<file path="src/rtl/ira_pkg.sv">
// ----------------------------------------------------------------------------
// ira_pkg
// Shared types and constants of the interrupt line range allocator.
// ----------------------------------------------------------------------------
`default_nettype none

package ira_pkg;

    localparam int NUM_LINES_DEF = 1024;
    localparam int MAX_RUN_DEF   = 32;

    // fixed field widths
    localparam int LINE_FW  = 10;
    localparam int COUNT_FW = 6;
    localparam int CFG_DW   = 11;
    localparam int CFG_IW   = 2;
    // run counter, wide enough for MAX_RUN up to 64
    localparam int RUN_W    = 7;

    // configuration register indexes
    localparam logic [CFG_IW-1:0] CFG_MSI_BASE  = 2'd0;
    localparam logic [CFG_IW-1:0] CFG_MSI_COUNT = 2'd1;
    localparam logic [CFG_IW-1:0] CFG_TOP_INDEX = 2'd2;

    localparam logic [9:0]  MSI_BASE_RST  = 10'd32;
    localparam logic [10:0] MSI_COUNT_RST = 11'd0;
    localparam logic [9:0]  TOP_INDEX_RST = 10'd1023;

    typedef enum logic [1:0] {
        CMD_RESERVE   = 2'd0,
        CMD_INSTALL   = 2'd1,
        CMD_UNINSTALL = 2'd2
    } cmd_t;

    typedef struct packed {
        logic [1:0]          cmd;
        logic [LINE_FW-1:0]  line;
        logic [COUNT_FW-1:0] count;
        logic                aligned;
    } in_item_t;

    typedef struct packed {
        logic               ok;
        logic [LINE_FW-1:0] first_line;
    } out_item_t;

    typedef enum logic [1:0] {
        WR_CLEAR = 2'd0,
        WR_LINE  = 2'd1,
        WR_MARK  = 2'd2
    } wr_src_t;

    typedef enum logic [1:0] {
        RES_FAIL    = 2'd0,
        RES_OK_ZERO = 2'd1,
        RES_OK_RUN  = 2'd2
    } res_code_t;

    typedef enum logic [3:0] {
        ST_CLEAR,
        ST_IDLE,
        ST_DISPATCH,
        ST_OUTER,
        ST_EVAL_I,
        ST_INNER,
        ST_EVAL_J,
        ST_STOP,
        ST_MARK,
        ST_DONE
    } state_t;

    typedef struct packed {
        logic      load;
        logic      clr_step;
        logic      scan_init;
        logic      i_inc;
        logic      i_adv;
        logic      j_clear;
        logic      j_inc;
        logic      rd_en;
        logic      wr_en;
        wr_src_t   wr_src;
        logic      pend_set;
        res_code_t pend_code;
        logic      out_load;
    } dp_cmd_t;

    typedef struct packed {
        logic       clr_last;
        logic [1:0] cmd;
        logic       too_big;
        logic       line_ok;
        logic       outer_ok;
        logic       inner_ok;
        logic       bit_taken;
        logic       count_zero;
        logic       run_done;
        logic       out_free;
    } dp_status_t;

endpackage

`default_nettype wire

</file>
<file path="src/rtl/ira_ram.sv">
// ----------------------------------------------------------------------------
// ira_ram
// Generic single write port RAM with one registered read port.
// ----------------------------------------------------------------------------
`default_nettype none

module ira_ram #(
    parameter int WIDTH = 1,
    parameter int DEPTH = 1024
) (
    input  wire logic                     aclk,
    input  wire logic                     we,
    input  wire logic [$clog2(DEPTH)-1:0] waddr,
    input  wire logic [WIDTH-1:0]         wdata,
    input  wire logic                     re,
    input  wire logic [$clog2(DEPTH)-1:0] raddr,
    output logic      [WIDTH-1:0]         rdata
);

    logic [WIDTH-1:0] mem [DEPTH];
    logic [WIDTH-1:0] rdata_reg;

    always_ff @(posedge aclk) begin
        if (we) begin
            mem[waddr] <= wdata;
        end
        if (re) begin
            rdata_reg <= mem[raddr];
        end
    end

    assign rdata = rdata_reg;

endmodule

`default_nettype wire

</file>
<file path="src/rtl/ira_ctrl.sv">
// ----------------------------------------------------------------------------
// ira_ctrl
// Sequencer for clearing, dispatch, range scan, run marking and result hand-off.
// ----------------------------------------------------------------------------
`default_nettype none

module ira_ctrl
    import ira_pkg::*;
(
    input  wire logic       aclk,
    input  wire logic       aresetn,
    input  wire logic       s_valid,
    output logic            s_ready,
    input  wire dp_status_t status,
    output dp_cmd_t         cmd
);

    state_t state_reg;
    state_t state_next;

    always_ff @(posedge aclk) begin
        if (!aresetn) begin
            state_reg <= ST_CLEAR;
        end else begin
            state_reg <= state_next;
        end
    end

    always_comb begin
        state_next = state_reg;
        cmd        = '0;
        s_ready    = 1'b0;
        case (state_reg)
            ST_CLEAR: begin
                cmd.wr_en    = 1'b1;
                cmd.wr_src   = WR_CLEAR;
                cmd.clr_step = 1'b1;
                if (status.clr_last) begin
                    state_next = ST_IDLE;
                end
            end
            ST_IDLE: begin
                s_ready = 1'b1;
                if (s_valid) begin
                    cmd.load   = 1'b1;
                    state_next = ST_DISPATCH;
                end
            end
            ST_DISPATCH: begin
                cmd.pend_set  = 1'b1;
                cmd.pend_code = RES_FAIL;
                state_next    = ST_DONE;
                case (status.cmd)
                    CMD_RESERVE: begin
                        if (!status.too_big) begin
                            cmd.pend_set  = 1'b0;
                            cmd.scan_init = 1'b1;
                            state_next    = ST_OUTER;
                        end
                    end
                    CMD_INSTALL, CMD_UNINSTALL: begin
                        if (status.line_ok) begin
                            cmd.wr_en     = 1'b1;
                            cmd.wr_src    = WR_LINE;
                            cmd.pend_code = RES_OK_ZERO;
                        end
                    end
                    default: begin
                        cmd.pend_code = RES_FAIL;
                    end
                endcase
            end
            ST_OUTER: begin
                // j is zero here, so the read address is the start line
                if (status.outer_ok) begin
                    cmd.rd_en  = 1'b1;
                    state_next = ST_EVAL_I;
                end else begin
                    cmd.pend_set  = 1'b1;
                    cmd.pend_code = RES_FAIL;
                    state_next    = ST_DONE;
                end
            end
            ST_EVAL_I: begin
                if (status.bit_taken) begin
                    cmd.i_inc   = 1'b1;
                    cmd.j_clear = 1'b1;
                    state_next  = ST_OUTER;
                end else if (status.count_zero) begin
                    cmd.pend_set  = 1'b1;
                    cmd.pend_code = RES_OK_RUN;
                    state_next    = ST_DONE;
                end else begin
                    cmd.j_inc  = 1'b1;
                    state_next = ST_INNER;
                end
            end
            ST_INNER: begin
                if (status.inner_ok) begin
                    cmd.rd_en  = 1'b1;
                    state_next = ST_EVAL_J;
                end else begin
                    state_next = ST_STOP;
                end
            end
            ST_EVAL_J: begin
                if (status.bit_taken) begin
                    state_next = ST_STOP;
                end else begin
                    cmd.j_inc  = 1'b1;
                    state_next = ST_INNER;
                end
            end
            ST_STOP: begin
                cmd.j_clear = 1'b1;
                if (status.run_done) begin
                    state_next = ST_MARK;
                end else begin
                    cmd.i_adv  = 1'b1;
                    state_next = ST_OUTER;
                end
            end
            ST_MARK: begin
                if (status.run_done) begin
                    cmd.pend_set  = 1'b1;
                    cmd.pend_code = RES_OK_RUN;
                    state_next    = ST_DONE;
                end else begin
                    cmd.wr_en  = 1'b1;
                    cmd.wr_src = WR_MARK;
                    cmd.j_inc  = 1'b1;
                end
            end
            ST_DONE: begin
                if (status.out_free) begin
                    cmd.out_load = 1'b1;
                    state_next   = ST_IDLE;
                end
            end
            default: begin
                state_next = ST_IDLE;
            end
        endcase
    end

endmodule

`default_nettype wire

</file>
<file path="src/rtl/ira_dp.sv">
// ----------------------------------------------------------------------------
// ira_dp
// Datapath: configuration, scan pointers, taken map RAM and output register.
// ----------------------------------------------------------------------------
`default_nettype none

module ira_dp
    import ira_pkg::*;
#(
    parameter int NUM_LINES = NUM_LINES_DEF,
    parameter int MAX_RUN   = MAX_RUN_DEF
) (
    input  wire logic              aclk,
    input  wire logic              aresetn,
    input  wire in_item_t          s_data,
    output logic                   m_valid,
    input  wire logic              m_ready,
    output out_item_t              m_data,
    input  wire logic              cfg_we,
    input  wire logic [CFG_IW-1:0] cfg_index,
    input  wire logic [CFG_DW-1:0] cfg_wdata,
    input  wire dp_cmd_t           cmd,
    output dp_status_t             status
);

    localparam int LINE_W = $clog2(NUM_LINES);
    // holds the window end and a start line pushed past the limit by a run
    localparam int SCAN_W = ((LINE_W > LINE_FW) ? LINE_W : LINE_FW) + 2;

    logic [9:0]  msi_base_reg;
    logic [10:0] msi_count_reg;
    logic [9:0]  top_index_reg;

    in_item_t           in_reg;
    logic [SCAN_W-1:0]  i_reg;
    logic [RUN_W-1:0]   j_reg;
    logic [LINE_W-1:0]  clr_reg;
    logic               pend_ok_reg;
    logic [LINE_FW-1:0] pend_first_reg;
    logic               m_valid_reg;
    out_item_t          m_data_reg;

    logic [SCAN_W-1:0] lim;
    logic [SCAN_W-1:0] top_ext;
    logic [SCAN_W-1:0] win_end;
    logic [SCAN_W-1:0] pos;
    logic [SCAN_W-1:0] line_ext;
    logic [RUN_W-1:0]  count_ext;
    logic [SCAN_W-1:0] step;

    logic              ram_we;
    logic [LINE_W-1:0] ram_waddr;
    logic              ram_wdata;
    logic              ram_rdata;

    always_ff @(posedge aclk) begin
        if (!aresetn) begin
            msi_base_reg  <= MSI_BASE_RST;
            msi_count_reg <= MSI_COUNT_RST;
            top_index_reg <= TOP_INDEX_RST;
        end else if (cfg_we) begin
            case (cfg_index)
                CFG_MSI_BASE:  msi_base_reg  <= cfg_wdata[9:0];
                CFG_MSI_COUNT: msi_count_reg <= cfg_wdata;
                CFG_TOP_INDEX: top_index_reg <= cfg_wdata[9:0];
                default: ;
            endcase
        end
    end

    assign top_ext   = SCAN_W'(top_index_reg);
    assign lim       = (top_ext > SCAN_W'(NUM_LINES - 1)) ? SCAN_W'(NUM_LINES - 1) : top_ext;
    assign win_end   = SCAN_W'(msi_base_reg) + SCAN_W'(msi_count_reg);
    assign pos       = i_reg + SCAN_W'(j_reg);
    assign line_ext  = SCAN_W'(in_reg.line);
    assign count_ext = RUN_W'(in_reg.count);
    assign step      = in_reg.aligned ? SCAN_W'(count_ext) : SCAN_W'(j_reg);

    always_ff @(posedge aclk) begin
        if (cmd.load) begin
            in_reg <= s_data;
        end
        if (cmd.scan_init) begin
            i_reg <= SCAN_W'(msi_base_reg);
        end else if (cmd.i_inc) begin
            i_reg <= i_reg + SCAN_W'(1);
        end else if (cmd.i_adv) begin
            i_reg <= i_reg + step;
        end
        if (cmd.scan_init || cmd.j_clear) begin
            j_reg <= '0;
        end else if (cmd.j_inc) begin
            j_reg <= j_reg + RUN_W'(1);
        end
        if (cmd.pend_set) begin
            case (cmd.pend_code)
                RES_OK_ZERO: begin
                    pend_ok_reg    <= 1'b1;
                    pend_first_reg <= '0;
                end
                RES_OK_RUN: begin
                    pend_ok_reg    <= 1'b1;
                    pend_first_reg <= i_reg[LINE_FW-1:0];
                end
                default: begin
                    pend_ok_reg    <= 1'b0;
                    pend_first_reg <= '0;
                end
            endcase
        end
        if (cmd.out_load) begin
            m_data_reg.ok         <= pend_ok_reg;
            m_data_reg.first_line <= pend_first_reg;
        end
    end

    always_ff @(posedge aclk) begin
        if (!aresetn) begin
            clr_reg     <= '0;
            m_valid_reg <= 1'b0;
        end else begin
            if (cmd.clr_step) begin
                clr_reg <= clr_reg + LINE_W'(1);
            end
            if (cmd.out_load) begin
                m_valid_reg <= 1'b1;
            end else if (m_ready) begin
                m_valid_reg <= 1'b0;
            end
        end
    end

    always_comb begin
        ram_we    = cmd.wr_en;
        ram_waddr = clr_reg;
        ram_wdata = 1'b0;
        case (cmd.wr_src)
            WR_CLEAR: begin
                ram_waddr = clr_reg;
                ram_wdata = 1'b0;
            end
            WR_LINE: begin
                ram_waddr = line_ext[LINE_W-1:0];
                ram_wdata = (in_reg.cmd == CMD_INSTALL);
            end
            WR_MARK: begin
                ram_waddr = pos[LINE_W-1:0];
                ram_wdata = 1'b1;
            end
            default: begin
                ram_we = 1'b0;
            end
        endcase
    end

    ira_ram #(
        .WIDTH (1),
        .DEPTH (NUM_LINES)
    ) u_map (
        .aclk  (aclk),
        .we    (ram_we),
        .waddr (ram_waddr),
        .wdata (ram_wdata),
        .re    (cmd.rd_en),
        .raddr (pos[LINE_W-1:0]),
        .rdata (ram_rdata)
    );

    always_comb begin
        status            = '0;
        status.clr_last   = (clr_reg == LINE_W'(NUM_LINES - 1));
        status.cmd        = in_reg.cmd;
        status.too_big    = (count_ext > RUN_W'(MAX_RUN));
        status.line_ok    = (line_ext < SCAN_W'(NUM_LINES));
        status.outer_ok   = (i_reg < win_end) && (i_reg <= lim);
        status.inner_ok   = (pos <= lim) && (j_reg < count_ext);
        status.bit_taken  = ram_rdata;
        status.count_zero = (count_ext == '0);
        status.run_done   = (j_reg == count_ext);
        status.out_free   = !m_valid_reg || m_ready;
    end

    assign m_valid = m_valid_reg;
    assign m_data  = m_data_reg;

endmodule

`default_nettype wire

</file>
<file path="src/rtl/irq_range_allocator.sv">
// ----------------------------------------------------------------------------
// irq_range_allocator
// Bitmap allocator for contiguous runs of interrupt lines in a message window.
//
//   port group   dir  handshake          payload
//   s_*          in   s_valid/s_ready    in_item_t  (cmd, line, count, aligned)
//   m_*          out  m_valid/m_ready    out_item_t (ok, first_line)
//   cfg_*        in   cfg_we             cfg_index, cfg_wdata
//
// After reset a clearing pass frees every line; no item is taken during it.
// Install and uninstall write their line, if it is in range, in the dispatch
// state. A reserve reads each map line that it tests from the registered RAM
// read port and checks it in an evaluate state, and a run cut by a taken line
// or by the limit passes through a stop state before the scan moves on. A
// grant then marks its run at one line per cycle. One item is in work at a
// time; the next is taken while a result waits in the output register, and
// the sequencer holds in its last state while m_ready is low and that
// register is still full.
// ----------------------------------------------------------------------------
`default_nettype none

module irq_range_allocator
    import ira_pkg::*;
#(
    parameter int NUM_LINES = NUM_LINES_DEF,
    parameter int MAX_RUN   = MAX_RUN_DEF
) (
    input  wire logic              aclk,
    input  wire logic              aresetn,
    input  wire logic              s_valid,
    output logic                   s_ready,
    input  wire in_item_t          s_data,
    output logic                   m_valid,
    input  wire logic              m_ready,
    output out_item_t              m_data,
    input  wire logic              cfg_we,
    input  wire logic [CFG_IW-1:0] cfg_index,
    input  wire logic [CFG_DW-1:0] cfg_wdata
);

    dp_cmd_t    dp_cmd;
    dp_status_t dp_status;

    ira_ctrl u_ctrl (
        .aclk    (aclk),
        .aresetn (aresetn),
        .s_valid (s_valid),
        .s_ready (s_ready),
        .status  (dp_status),
        .cmd     (dp_cmd)
    );

    ira_dp #(
        .NUM_LINES (NUM_LINES),
        .MAX_RUN   (MAX_RUN)
    ) u_dp (
        .aclk      (aclk),
        .aresetn   (aresetn),
        .s_data    (s_data),
        .m_valid   (m_valid),
        .m_ready   (m_ready),
        .m_data    (m_data),
        .cfg_we    (cfg_we),
        .cfg_index (cfg_index),
        .cfg_wdata (cfg_wdata),
        .cmd       (dp_cmd),
        .status    (dp_status)
    );

endmodule

`default_nettype wire

</file>
<file path="config.mk">
export PLATFORM = sky130hd
export DESIGN_NAME = irq_range_allocator
export DESIGN_NICKNAME = d
export VERILOG_FILES = /design/src/rtl/ira_pkg.sv /design/src/rtl/ira_ram.sv /design/src/rtl/ira_ctrl.sv /design/src/rtl/ira_dp.sv /design/src/rtl/irq_range_allocator.sv
export SDC_FILE = /design/constraint.sdc
export NUM_CORES = 2
export LEC_CHECK = 0
export BUFFER_PORTS_ARGS = -buffer_cell sky130_fd_sc_hd__buf_2
export CAP_MARGIN = 10
export CORE_AREA = 2 2 358 360
export CTS_CLUSTER_DIAMETER = 100
export DETAILED_ROUTE_END_ITERATION = 12
export DIE_AREA = 0 0 360 362
export PLACE_DENSITY_LB_ADDON = 0.25
export SLEW_MARGIN = 30
export SYNTH_ARGS = -nofsm -noshare
export SYNTH_HDL_FRONTEND = slang
export SYNTH_SLANG_ARGS = --single-unit
</file>
<file path="constraint.sdc">
create_clock -name aclk -period 86.7 [get_ports aclk]
set_input_delay 8.67 -clock aclk [delete_from_list [all_inputs] [get_ports aclk]]
set_output_delay 8.67 -clock aclk [all_outputs]
set_load 0.01 [all_outputs]
</file>
==> metrics list <==
- The Yosys step of the flow raised 0 warnings.
- Counting instances, the worst hold path has a depth of 0.
- Cell area after technology mapping: between 0.05 and 0.06 sq mm
- Registers take between 0.03 and 0.04 sq mm.
- The final count of pins violating max slew was 0.
- At the pin with the least slew margin, the transition time is roughly 1.1 ns.
- Clock buffer count from CTS: 120
* RSZ-0062 raised after global routing: false
- The core region is about 0.13 sq mm.
* Endpoint class of the critical path: output pin
- Number of resized instances in the post-cts repair step: 0
- Wire length on met3: ~7300 um
- Crit start category: flop
* Dominant cell type by area after synthesis: sky130_fd_sc_hd__edfxtp_1
* Total vias in the final route: 30500
- The register with the most flip-flops in the layout has approximately 1000 of them.
- The first global-routing pass estimated just under 200000 um of wire.
- Clock transition at the registers of the reported paths: ~0.07 ns
- # rows: 131
- Post-synthesis sequential area ratio: 0.650
- Hold is met by 0.417 ns.
* Highest metal used: met4
- The layout has 11400 filler cells.
- Via count of the first global-routing pass: around 30000
* Capture instance of the worst register-to-register path: u_dp.u_map.rdata$_DFFE_PP_
- Result of the run: finished clean
- At the worst endpoint, the required time is 78.03 ns.
* Met1 wire length: between 50000 and 60000 um
- Headroom to the max-slew limit came out at 0.277.
- The first detailed-routing pass took 5 iterations.
- The first routing iteration left about 3500 violations.
- For flop-to-flop paths, the worst setup slack is 79.73 ns.
* Maximum number of pins on one net before global-route repair: around 250
- The tightest min-delay check is of the reg2reg type.
- The commonest cells after synthesis are 1126 x sky130_fd_sc_hd__nor2_1, 1076 x sky130_fd_sc_hd__edfxtp_1, 258 x sky130_fd_sc_hd__mux4_2, 250 x sky130_fd_sc_hd__nand2_1, 114 x sky130_fd_sc_hd__buf_2.
- After detailed routing, the number of remaining DRC violations is 0.
* Final hold viol count: 0
* Ys async rst share: 0
- Gp weighted congestion: 0.842
* Most frequently used cell type in the post-synthesis netlist: sky130_fd_sc_hd__nor2_1
- Die Ht: around 360 um
- In this run the worst path has a maximum fanout of 13.
- Post-place instance area: roughly 0.053 sq mm
* Global router's overall resource usage: 0.199
- Post-synthesis instance total: ~3700
- Dividing the detail-routed wire length by the instance count gives between 20 and 25 um.
- Area used by multi-input combinational logic: roughly 0.016 sq mm
* Minimum clock period after layout: 10.95 ns
* Number of enable flip-flop cells after synthesis: 1076
- By area the synthesized netlist is led by sky130_fd_sc_hd__edfxtp_1 63%, sky130_fd_sc_hd__mux4_2 11%, sky130_fd_sc_hd__nor2_1 8.2%.
- In this run the remaining antenna-violating nets after routing total 0.
- Area fraction of the dominant cell type after synthesis: 0.628
- Post-detailed-route via-to-cell ratio: around 5.6
- Routed wire length on met2: 61900 um
- In this run the tool buffered the top-level ports with 49 buffer cells.
- In this run the deepest clock path goes through 3 buffers.
- Ratio of total power to cell area: roughly 28 mW/mm^2
* Final Cycle Share: 0.126
* Net Count, Synth: 3845
- Peak supply drop: between 20 and 30 uV
- The initial antenna violation count was 1.
- The worst setup path is of the reg2out kind.
- For this run, the post-layout net count is 3814.
* Timing-limited maximum frequency: roughly 91 MHz
- Clock skew: ~0.038 ns
- The worst register-to-register path has a depth of 14.
* Flops & latches, synth: ~1100
- Signed area change from the synthesized netlist to the final layout: 10.1%
- Adding up every negative setup slack in the final design gives 0 ns.
* Leak Pwr: 0.0174 uW
* Unique masters post-synth: 67
* Area of the die: 0.130 sq mm
- Clk Latency, worst-skew pair: 0.75 ns
- TritonCTS built the clock tree.
- Top flip-flop cell by instance count after synthesis: sky130_fd_sc_hd__edfxtp_1
- Post CTS Setup Buffer Count: 0
- Number of max-cap violations: 0
- After legalization and detailed placement, the total HPWL measured about 77000 um.
- Top Ports: 50
- CTS Sinks: 1131
- Hold Buf Count CTS: 0
- Clock tree root buffer cell: sky130_fd_sc_hd__clkbuf_16
* Horizontal die dimension: 360 um
* Critical R2R Launch: u_dp.i_reg[1]$_DFFE_PP_
- Total gr overflow: 0
- The routed design has 130000 um of wire.
- Synthesized area per cell: 13.8 sq um
* Launch instance of the worst min-delay path: u_dp.pend_first_reg[5]$_SDFFCE_PP0P_
* Worst min-delay path endpoint: u_dp.m_data[5]$_DFFE_PP_
- Starting density of the core: 0.406
- STA puts the critical path data arrival time at 2.28 ns.
- The clock tree synthesis step divided the H-tree into 3 levels.
* Final number of setup-violating endpoints: 0
- Of the cells placed in the final design, the portion with a size suffix greater than 1 is 0.148.
- Layout Cell Area excl Fill: between 0.05 and 0.06 sq mm
==> power breakdown <==
group	internal, uW	switching (uW)	leakage, uW
clock	278	217	0.00181
combinational	197	284	0.00570
sequential	594	4.47	0.00987
total	1070	505	0.0174
==> area by class of cell <==
cell class | instances | share of cell area
flip-flops and latches | 1131 | 0.590
well taps | 1662 | 0.0367
inverters | 56 | 0.00371
clock buffers | 152 | 0.0559
multi-input cells | 2301 | 0.291
repair buffers | 95 | 0.0125
diodes | 1 | 0.0000442
clock inverters | 74 | 0.0101
==> kinds of logic after synthesis <==
group	Yosys count	share of synthesized area
and+or+nand+nor	1533	0.119
DFF	1131	0.650
muxes	377	0.137
buffers and inverters	304	0.0331
AOI/OAI and AO/OA	290	0.0381
adders and majority gates	72	0.0180
xor gates and xnor gates	29	0.00530
==> worst max-delay path by stage <==
stage / start / end / slack (ns) / cells after the start
6_report: u_ctrl.state_reg[0]$_SDFFE_PN0P_ / s_ready / 75.75 / 4
5_1_grt: u_ctrl.state_reg[0]$_SDFFE_PN0P_ / s_ready / 75.62 / 4
4_1_cts: u_ctrl.state_reg[0]$_SDFFE_PN0P_ / s_ready / 75.72 / 4
3_5_place_dp: u_ctrl.state_reg[0]$_SDFFE_PN0P_ / s_ready / 76.56 / 4
3_3_place_gp: cfg_index[0] / u_dp.msi_base_reg[5]$_SDFFE_PN1P_ / 76.50 / 4
2_1_floorplan: u_dp.count_ext[4]$_DFFE_PP_ / u_dp.u_map.mem[0]$_DFFE_PP_ / 54.51 / 10
==> placed cells by master (no fill, tap or decap), types with 12 or more instances in the layout <==
cell / count
sky130_fd_sc_hd__ha_1: 68
sky130_fd_sc_hd__edfxtp_1: 1076
sky130_fd_sc_hd__mux4_2: 258
sky130_fd_sc_hd__nor2b_1: 33
sky130_fd_sc_hd__clkbuf_16: 122
sky130_fd_sc_hd__a21o_1: 22
sky130_fd_sc_hd__nand2_1: 242
sky130_fd_sc_hd__mux2i_1: 102
sky130_fd_sc_hd__a21oi_1: 77
sky130_fd_sc_hd__nor2_1: 1121
sky130_fd_sc_hd__dfxtp_1: 55
sky130_fd_sc_hd__clkbuf_1: 30
sky130_fd_sc_hd__buf_2: 49
sky130_fd_sc_hd__nand3_1: 21
sky130_fd_sc_hd__and2_1: 49
sky130_fd_sc_hd__o211ai_1: 25
sky130_fd_sc_hd__xor2_1: 12
sky130_fd_sc_hd__o21ai_0: 36
sky130_fd_sc_hd__clkinv_1: 38
sky130_fd_sc_hd__xnor2_1: 15
sky130_fd_sc_hd__inv_1: 52
sky130_fd_sc_hd__a211oi_1: 49
sky130_fd_sc_hd__buf_4: 35
sky130_fd_sc_hd__clkinv_2: 16
sky130_fd_sc_hd__mux2_2: 17
==> worst max-delay path, stage by stage (launching register included) <==
cell,delay [ns]
sky130_fd_sc_hd__dfxtp_1,0.57
sky130_fd_sc_hd__nor2b_1,0.31
sky130_fd_sc_hd__nor2b_1,0.33
sky130_fd_sc_hd__and2_1,0.19
sky130_fd_sc_hd__buf_2,0.13
==> per-layer routing <==
metal / vias up / global-route usage
li1: 13600 / -
met1: 15800 / 0.281
met2: 916 / 0.322
met3: 195 / 0.0255
met4: 0 / 0.0647
met5: - / 0
==> per-stage QoR <==
stage | worst slack [ns] | total power (uW) | util | instances
6_report | 75.75 | 1570 | 0.447 | 5472
5_1_grt | 75.62 | 1630 | 0.447 | 5471
4_1_cts | 75.72 | 1590 | 0.447 | 5470
3_5_place_dp | 76.56 | 1100 | 0.417 | 5244
3_3_place_gp | 76.50 | 1090 | 0.417 | 5243
2_1_floorplan | 54.51 | 948 | - | 3736
Note: power is estimated with default switching activity, not from simulation.
